$ cat src/rtl/fspe_pkg.sv
// Package for the FELICS-style pixel encoder.
// Holds the field widths, code constants, register indexes and the item
// type shared by the front end, the coder and the top level. No dependencies.
package fspe_pkg;

  // Field widths of the streams and the configuration port.
  localparam int SAMPLE_W   = 8;
  localparam int MAP_W      = 9;
  localparam int CODE_W     = 37;
  localparam int LEN_W      = 6;
  localparam int IN_TDATA_W = 8;
  localparam int OUT_TDATA_W = 48;
  localparam int PPR_W      = 11;
  localparam int NC_W       = 3;
  localparam int CFG_IDX_W  = 1;
  localparam int CFG_DATA_W = 11;

  // Code construction: quotient step of sixteen, five remainder bits.
  localparam int QUOT_SHIFT = 4;
  localparam int QUOT_W     = MAP_W - QUOT_SHIFT;
  localparam int REM_BITS   = 5;
  localparam int ONES_W     = CODE_W - REM_BITS;
  localparam int WIN_BIAS   = 80;

  // Parameter defaults.
  localparam int DEF_MAX_ROW_PIXELS = 1024;
  localparam int DEF_MAX_COMPONENTS = 4;

  // Configuration register indexes and reset values.
  localparam logic [CFG_IDX_W-1:0] REG_PIXELS_PER_ROW = 1'b0;
  localparam logic [CFG_IDX_W-1:0] REG_COMPONENTS     = 1'b1;
  localparam logic [PPR_W-1:0]     PPR_RESET = 11'd1024;
  localparam logic [NC_W-1:0]      NC_RESET  = 3'd1;

  // One item on its way from the front end to the coder.
  typedef struct packed {
    logic             plain;  // first pixel of a row or first row: unary code
    logic [MAP_W-1:0] value;  // raw byte or zigzag-mapped left difference
    logic [MAP_W-1:0] left;   // last coded value of the same component
  } item_t;

endpackage

$ cat src/rtl/fspe_coder.sv
// Codeword builder and result register of the encoder.
// Forms the unary, escape or window code of one item. Depends on fspe_pkg.
module fspe_coder (
  input  logic                          clk,
  input  logic                          rst,
  input  logic                          item_valid,
  output logic                          item_ready,
  input  fspe_pkg::item_t               item,
  input  logic [fspe_pkg::MAP_W-1:0]    up,
  output logic                          out_valid,
  input  logic                          out_ready,
  output logic [fspe_pkg::CODE_W-1:0]   code,
  output logic [fspe_pkg::LEN_W-1:0]    code_length
);
  import fspe_pkg::*;

  logic [LEN_W-1:0]    k;
  logic [ONES_W-1:0]   ones;
  logic [CODE_W-1:0]   unary_code;
  logic [LEN_W-1:0]    unary_len;
  logic [MAP_W-1:0]    hi, lo, span;
  logic [3:0]          n;
  logic [MAP_W:0]      mask, sum;
  logic [MAP_W+2:0]    start, off;
  logic                win_ok;
  logic [CODE_W-1:0]   code_next;
  logic [LEN_W-1:0]    len_next;

  assign item_ready = !out_valid || out_ready;

  // Unary part: a run of ones, then the remainder in five bits.
  always_comb begin
    k = LEN_W'(item.value[MAP_W-1:QUOT_SHIFT]) + (item.plain ? LEN_W'(0) : LEN_W'(1));
    for (int i = 0; i < ONES_W; i++) begin
      ones[i] = LEN_W'(i) < k;
    end
    unary_code = {ones, {(REM_BITS - QUOT_SHIFT){1'b0}}, item.value[QUOT_SHIFT-1:0]};
    unary_len  = k + LEN_W'(REM_BITS);
  end

  // Window code from the left and up context. Equal context falls out as a
  // window of width one, giving the single zero bit.
  always_comb begin
    if (item.left >= up) begin
      hi = item.left;
      lo = up;
    end else begin
      hi = up;
      lo = item.left;
    end
    span = hi - lo;
    n = '0;
    for (int i = 0; i < MAP_W; i++) begin
      if (span[i]) begin
        n = 4'(i + 1);
      end
    end
    mask   = (MAP_W+1)'((11'd1 << n) - 11'd1);
    sum    = {1'b0, hi} + {1'b0, lo};
    start  = (MAP_W+3)'(sum >> 1) - (MAP_W+3)'(mask >> 1);
    off    = (MAP_W+3)'(item.value) - start;
    win_ok = !off[MAP_W+2] && (off <= (MAP_W+3)'(mask))
             && ((MAP_W+1)'({n, 4'b0}) < ((MAP_W+1)'(item.value) + (MAP_W+1)'(WIN_BIAS)));
  end

  // Choice between the plain unary code, the window code and the escape.
  always_comb begin
    if (!item.plain && win_ok) begin
      code_next = CODE_W'(off[MAP_W-1:0]);
      len_next  = LEN_W'(n) + LEN_W'(1);
    end else begin
      code_next = unary_code;
      len_next  = unary_len;
    end
  end

  // Result register.
  always_ff @(posedge clk) begin
    if (rst) begin
      out_valid <= 1'b0;
    end else if (item_valid && item_ready) begin
      out_valid <= 1'b1;
    end else if (out_ready) begin
      out_valid <= 1'b0;
    end
  end

  always_ff @(posedge clk) begin
    if (item_valid && item_ready) begin
      code        <= code_next;
      code_length <= len_next;
    end
  end

endmodule

$ cat config.mk
export PLATFORM = sky130hd
export DESIGN_NAME = fspe_coder
export DESIGN_NICKNAME = d
export VERILOG_FILES = /design/src/rtl/fspe_pkg.sv /design/src/rtl/fspe_coder.sv
export SDC_FILE = /design/constraint.sdc
export NUM_CORES = 1
export LEC_CHECK = 0
export BUFFER_PORTS_ARGS = -buffer_cell sky130_fd_sc_hd__buf_2
export CAP_MARGIN = 20
export CORE_ASPECT_RATIO = 1.2
export CORE_UTILIZATION = 50
export DETAILED_ROUTE_END_ITERATION = 10
export PLACE_DENSITY_LB_ADDON = 0.08
export SLEW_MARGIN = 20
export SYNTH_ARGS = -nofsm -noshare
export SYNTH_HDL_FRONTEND = slang
export SYNTH_SLANG_ARGS = --single-unit
$ cat constraint.sdc
create_clock -name clk -period 9.9 [get_ports clk]
set_input_delay 1.485 -clock clk [delete_from_list [all_inputs] [get_ports clk]]
set_output_delay 1.485 -clock clk [all_outputs]
set_load 0.005 [all_outputs]
==> Word-level counts from Yosys, hierarchy flattened <==
Cells that the tools add are included.
{ "classes": {"n_mul": 0, "n_mux": 16, "bitwise_logic": 0, "div": 0, "eq_ne": 0, "n_shift": 1, "order_cmp": 35, "n_reduce_logical": 9, "add_sub_neg": 9} }
{ "op_table": {"columns": ["op", "count"], "rows": [
  ["5-bit by 6-bit < comparator with 1-bit output (first input constant)", 16],
  ["4-bit by 6-bit < comparator with 1-bit output (first input constant)", 8],
  ["4-bit 2-to-1 mux", 8],
  ["9-bit 2-to-1 mux", 3],
  ["3-bit by 6-bit < comparator with 1-bit output (first input constant)", 4],
  ["12-bit by 10-bit less-or-equal comparator with 1-bit output", 1],
  ["1-bit by 6-bit < comparator with 1-bit output (first input constant)", 2],
  ["2-bit by 6-bit < comparator with 1-bit output (first input constant)", 2],
  ["10-bit by 10-bit subtractor with 11-bit output", 1],
  ["9-bit by 7-bit adder with 10-bit output (second input constant)", 1],
  ["9-bit by 9-bit adder with 10-bit output", 1],
  ["8-bit by 10-bit < comparator with 1-bit output", 1],
  ["1-bit by 4-bit << shifter with 10-bit output (first input constant)", 1],
  ["10-bit by 1-bit subtractor with 10-bit output (second input constant)", 1],
  ["9-bit by 9-bit subtractor with 10-bit output", 1],
  ["9-bit >= comparator", 1],
  ["9-bit subtractor", 1],
  ["5-bit by 1-bit adder with 6-bit output", 1],
  ["6-bit by 3-bit adder with 6-bit output (second input constant)", 1],
  ["6-bit 2-to-1 mux", 1],
  ["4-bit by 1-bit adder with 5-bit output (second input constant)", 1],
  ["1-bit logical AND", 4],
  ["1-bit 2-to-1 mux", 4],
  ["1-bit zero test", 3],
  ["other kinds (2)", 2]
]} }
{ "totals": {"memories": 0, "mem_bits_rw": 0, "output_inout_bits": 45, "mem_bits_ro": 0, "latch_bits": 0, "word_cells": 75, "reg_bits": 44, "input_bits": 32} }

==> Depth between registers and ports, before layout <==
{ "logic_depth": {"word_depth": 21, "ltp_mapped": 51, "ltp_nobuf": 47} }

==> Least setup slack after synthesis <==
No wires, ideal clock.
{ "synth_timing": {"kind": "input port to flip-flop", "start": "in up[2] (netlist name)", "end": "reg code[5] (netlist name), data pin", "cell_stages": 48, "setup_time_ps": 262, "t_arrival_ps": 10406, "n_path_buf": 3, "setup_slack_ps": -768, "t_required_ps": 9638, "path_cell_list": "inv_1 ha_1 buf_2 inv_1 nor3_2 a211o_2 mux2i_1 inv_1 ha_1 a22oi_1 o221ai_1 nor2b_1 or4_4 nand3_1 mux2i_1 a21oi_1 o21ai_0 inv_1 [... 12 more ...] xnor2_1 ha_1 a21boi_0 o21ai_0 nand2b_1 a21o_1 a21oi_1 or4_1 o2111a_1 o2111ai_1 ha_1 a211oi_1 a21oi_1 nor2_1 o21ai_0 a211oi_4 buf_6 mux2_1"} }
{ "synth_via": {"elab_chain_len": 21, "word_cells_on_any_way": 25, "classes_between": "add/sub: 5; order compare: 3; shift: 1; mux: 12; reduce/logical: 4"} }
{ "synth_rtl": {"columns": ["element", "line_no", "source"], "rows": [
  ["start, declared", "fspe_coder.sv:9", "input logic [fspe_pkg::MAP_W-1:0] up,"],
  ["9-bit >= comparator", "fspe_coder.sv:44", "if (item.left >= up) begin"],
  ["9-bit 2-to-1 mux", "fspe_coder.sv:44", null],
  ["9-bit subtractor", "fspe_coder.sv:51", "span = hi - lo;"],
  ["1-bit 2-to-1 mux", "fspe_coder.sv:54", "if (span[i]) begin"],
  ["4-bit 2-to-1 mux (8 in series)", "fspe_coder.sv:54", null],
  ["1-bit by 4-bit << shifter with 10-bit output", "fspe_coder.sv:58", "mask = (MAP_W+1)'((11'd1 << n) - 11'd1);"],
  ["10-bit by 1-bit subtractor with 10-bit output", "fspe_coder.sv:58", null],
  ["9-bit by 9-bit subtractor with 10-bit output", "fspe_coder.sv:60", "start = (MAP_W+3)'(sum >> 1) - (MAP_W+3)'(mask >> 1);"],
  ["10-bit by 10-bit subtractor with 11-bit output", "fspe_coder.sv:61", "off = (MAP_W+3)'(item.value) - start;"],
  ["12-bit by 10-bit less-or-equal comparator with 1-bit output or 1-bit zero test (tied branches)", "fspe_coder.sv:62", "win_ok = !off[MAP_W+2] && (off <= (MAP_W+3)'(mask))"],
  ["1-bit logical AND", "fspe_coder.sv:62", null],
  ["1-bit logical AND", "fspe_coder.sv:63", "&& ((MAP_W+1)'({n, 4'b0}) < ((MAP_W+1)'(item.value) + (MAP_W+1)'(WIN_BIAS)));"],
  ["1-bit logical AND", "fspe_coder.sv:68", "if (!item.plain && win_ok) begin"],
  ["9-bit 2-to-1 mux *", "fspe_coder.sv:68", null],
  ["via code_next[5]", "fspe_coder.sv:26", "logic [CODE_W-1:0] code_next;"],
  ["end signal, assigned", "fspe_coder.sv:90", "code <= code_next;"],
  ["end, declared", "fspe_coder.sv:12", "output logic [fspe_pkg::CODE_W-1:0] code,"]
]} }
The timed path passes the listed nets; every way through them passes the cells marked *.
A chain may end at the register's enable or synchronous reset.

==> Worst setup path in the final report <==
{ "layout_timing": {"start": "in item[0] (netlist name)", "end": "reg code[7] (netlist name), data pin"} }
{ "layout_via": {"elab_chain_len": 21, "word_cells_on_any_way": 25, "classes_between": "add/sub: 5; order compare: 3; shift: 1; mux: 12; reduce/logical: 4"} }
{ "layout_rtl": {"columns": ["element", "line_no", "source"], "rows": [
  ["start, declared", "fspe_coder.sv:8", "input fspe_pkg::item_t item,"],
  ["9-bit >= comparator", "fspe_coder.sv:44", null],
  ["9-bit 2-to-1 mux", "fspe_coder.sv:44", null],
  ["9-bit subtractor", "fspe_coder.sv:51", null],
  ["1-bit 2-to-1 mux", "fspe_coder.sv:54", null],
  ["4-bit 2-to-1 mux (8 in series)", "fspe_coder.sv:54", null],
  ["1-bit by 4-bit << shifter with 10-bit output", "fspe_coder.sv:58", null],
  ["10-bit by 1-bit subtractor with 10-bit output", "fspe_coder.sv:58", null],
  ["9-bit by 9-bit subtractor with 10-bit output", "fspe_coder.sv:60", null],
  ["10-bit by 10-bit subtractor with 11-bit output", "fspe_coder.sv:61", null],
  ["12-bit by 10-bit less-or-equal comparator with 1-bit output or 1-bit zero test (tied branches)", "fspe_coder.sv:62", null],
  ["1-bit logical AND", "fspe_coder.sv:62", null],
  ["1-bit logical AND", "fspe_coder.sv:63", null],
  ["1-bit logical AND", "fspe_coder.sv:68", null],
  ["9-bit 2-to-1 mux *", "fspe_coder.sv:68", null],
  ["via code_next[7]", "fspe_coder.sv:26", null]
]} }
Marked as above.

==> flow_metrics.py <==
metrics = {
    "run_status": {
        "status": "finished clean",
    },
    "sta": {
        "final_hold_viol_count": 0,
        "finalSetupViolCount": 0,
        "worst_pin_slew_ns": 0.974,
        "report.final.slew_viol_count": 0,
        "layout_min_cycle_time_ns": 9.73,
        "finalClockSkew_ns": 0.00790,
        "finalCritPeriodShare_pct": 98.3,
        "hold_slack_ns": 0.520,
        "clock.fmax_mhz": 103,
        "rsz0062_at_grt": "true",
        "maxSlewHeadroom_pct": 34.6,
        "tns_ns": 0,
    },
    "synth": {
        "yosys.area.top_type": "edfxtp_1",
        "synth_edf_count": 43,
        "yosysSeqAreaShare_pct": 27.2,
        "ys.flop_type": "edfxtp_1",
        "ys_warn_count": 0,
        "async_flop_share_pct": 0,
        "synth_nets": 656,
        "synth_seq_cells": 44,
        "synth_top_area_share_pct": 26.8,
        "synth_area_per_cell_um2": 8.61,
        "synth_area_leaders": "edfxtp_1, ha_1, a21oi_1",
        "synth_area_um2": 4820,
        "synthCells": 560,
        "synth_cell_types": 65,
    },
    "global_routing": {
        "antenna_found_initial": 0,
        "grt_max_degree": 44,
        "grt_overflow": 0,
        "grt_first_pass_wirelength_mm": 20.9,
        "grt_usage_pct": 26.2,
        "grt_pass1_vias": 4730,
    },
    "floorplanning": {
        "die_y_um": 110,
        "start_util_pct": 52.3,
        "die_x_um": 91.7,
        "rows": 38,
        "io_pins": 77,
        "core_area_um2": 9220,
        "die_area_um2": 10000,
    },
    "clocking": {
        "cts-htree-levels": 2,
        "clk_pin_slew_ns": 0.07,
        "cts_buffer_depth": 2,
        "cts_sinks": 44,
        "cts_buffers": 5,
        "cts-root-buf": "clkbuf_8",
        "cts_tree": "built",
        "cts_hold_buf": 0,
        "clock_latency_ns": 0.30,
    },
    "critical_path": {
        "r2r_slack_ns": 8.32,
        "crit_cells": 45,
        "worst_ep_arrival_time_ns": 9.78,
        "criticalPathCategory": "input port to flip-flop",
        "required_ns": 9.95,
        "crit_family": "compound AO/OA/AOI/OAI gates",
        "worst_setup_path_end_kind": "flip-flop",
        "worstPathBufferInverterCount": 6,
        "crit_end": "code[7]",
        "cp-start-kind": "input port",
        "crit_start": "item[0]",
        "critPathMaxFanout": 7,
        "reg2reg_from": "out_valid",
        "crit_slowest_cell": "or4_4",
        "crit_top_cell": "ha_1",
        "r2r-end": "code[2]",
        "ff2ff_path_depth": 2,
        "critPathMaxStageDelay_ns": 0.53,
    },
    "power": {
        "p_comb_share_pct": 76.9,
        "sw_frac_of_total_pct": 43.0,
        "power_switching_w": 0.000800,
        "seqPwrFrac_pct": 17.2,
        "ir_drop_v": 0.000162,
        "internal_power_w": 0.00106,
        "power.leakage_nw": 3.05,
        "power_frac_clock_pct": 5.9,
        "power_density_nw_per_um2": 279,
    },
    "cells_and_area": {
        "layoutNonFillerInstCount": 857,
        "drive_gt1_share_pct": 37.9,
        "nets": 832,
        "num-fill-cells": 692,
        "area_growth_syn_to_layout_pct": 38.7,
        "insertedDiodeCount": 0,
    },
    "detailed_routing": {
        "route.detailed.drc": 0,
        "initialDrtViolationCount": 214,
        "final_antenna_net_count": 0,
        "dr.pass1.iters": 5,
        "drt-total-wl_mm": 13.4,
        "vias": 4757,
        "vias_per_cell": 5.55,
        "post_drt_wl_per_cell_um": 15.7,
    },
    "place": {
        "post-place-cells": 822,
        "place_congestion": 0.914,
        "portBuffers": 76,
        "dp_hpwl_mm": 10.1,
    },
    "flow_run": {
        "max_cap_violations": 0,
    },
    "worst_hold_path": {
        "hold_class": "flip-flop to flip-flop",
        "hold_depth": 2,
    },
}
-- flip-flops by register name, indices dropped and copies added, names as in the netlist --
name         flops
out_valid        1
code            37
code_length      6
-- metal layers --
layer	wire length, um	track usage [%]
met1	4770	25.1
met2	7490	54.4
met3	475	1.87
met4	675	15.3
met5	0	0
-- cell type report --
class                      count  area, um^2  area share [%]
clock buffer                   8        80.1            1.20
inverter                      47         179            2.68
multi-input combinational    447        3630            54.3
sequential                    44        1310            19.6
tap                          120         150            2.25
timing repair buffer         191        1340            20.0
-- logic make-up (layout without fill, tap and decap cells) --
kind of cell             Yosys count  after routing  share of synthesized area [%]
buffers and inverters             69            246                           5.99
AND/OR/NAND/NOR                  188            188                           19.1
XOR/XNOR                          32             32                           5.81
AO/OA/AOI/OAI                    137            137                           19.2
flip-flops                        44             44                           27.2
adder cells (fa/ha/maj)           64             64                           17.1
multiplexers                      26             26                           5.60
-- worst min-delay path by stage --
stage | start | end
3_5_place_dp | out_valid | out_valid
3_3_place_gp | out_valid | out_valid
6_report | out_valid | out_valid
4_1_cts | out_valid | out_valid
2_1_floorplan | out_valid | out_valid
5_1_grt | out_valid | out_valid
-- metrics by stage --
| step | total power [W] | area [um^2] | util [%] | setup WS [ns] |
|---|---|---|---|---|
| floorplan | 0.00112 | 4940 | - | 0.0493 |
| global placement | 0.00151 | 6010 | 65.1 | -0.194 |
| detailed placement | 0.00154 | 6010 | 65.1 | -0.458 |
| CTS | 0.00179 | 6370 | 69.0 | 0.00530 |
| global route | 0.00200 | 6690 | 72.5 | -0.204 |
| finish | 0.00186 | 6690 | 72.5 | 0.169 |
-- cells in the mapped netlist, types with 4 or more instances --
| master | instances |
|---|---|
| a21oi_1 | 49 |
| nor3_1 | 12 |
| nor3b_1 | 4 |
| nand2b_1 | 17 |
| nand3_1 | 17 |
| nor2_1 | 55 |
| buf_4 | 4 |
| o21a_1 | 6 |
| clkbuf_1 | 9 |
| mux2i_1 | 18 |
| a21o_1 | 5 |
| o21bai_1 | 6 |
| xnor2_1 | 24 |
| nand2_1 | 43 |
| mux2_2 | 6 |
| nand4_1 | 4 |
| xor2_1 | 8 |
| and2_1 | 7 |
| nor2b_1 | 11 |
| ha_1 | 61 |
| a21boi_0 | 6 |
| o21ai_0 | 26 |
| inv_1 | 46 |
| a211oi_1 | 8 |
| buf_2 | 6 |
| a31oi_1 | 5 |
| edfxtp_1 | 43 |
-- cells in the final DEF, fill, tap and decap left out, types with 5 or more instances in the layout --
cell type	n
nand2b_1	16
inv_1	37
inv_2	8
ha_4	11
nand3_1	16
o21a_1	6
mux2i_1	17
clkbuf_8	5
nor2b_1	8
xnor2_1	23
buf_4	104
xor2_1	7
o21bai_1	5
mux2_4	7
a211oi_1	6
ha_1	47
a21o_1	5
buf_6	13
nor3_1	10
edfxtp_1	43
nor2_1	55
o21ai_0	15
nand2_1	41
a21oi_1	44
buf_2	70
o21ai_2	6
and2_1	5
-- power groups by stage --
stage	combinational [W]	sequential, W	clock (W)
floorplan	0.000789	0.000335	0
global placement	0.00119	0.000322	0
detailed placement	0.00122	0.000324	0
CTS	0.00136	0.000320	0.000108
global route	0.00156	0.000326	0.000115
finish	0.00143	0.000320	0.000110
-- worst register-to-register path, cell delays in order, from the launching register on --
cell	delay, ns
dfxtp_1	0.31
nand2b_1	0.10
and2_2	0.77
-- repair_timing --
| action | 4_1_cts | 5_1_grt |
|---|---|---|
| buffers inserted | 12 | 16 |
| setup endpoints to repair | 31 | 43 |
| pin swaps | 20 | 53 |
| gates cloned | 2 | 1 |
| gates resized for setup | 23 | 73 |
Power figures use the tool's default switching activity.
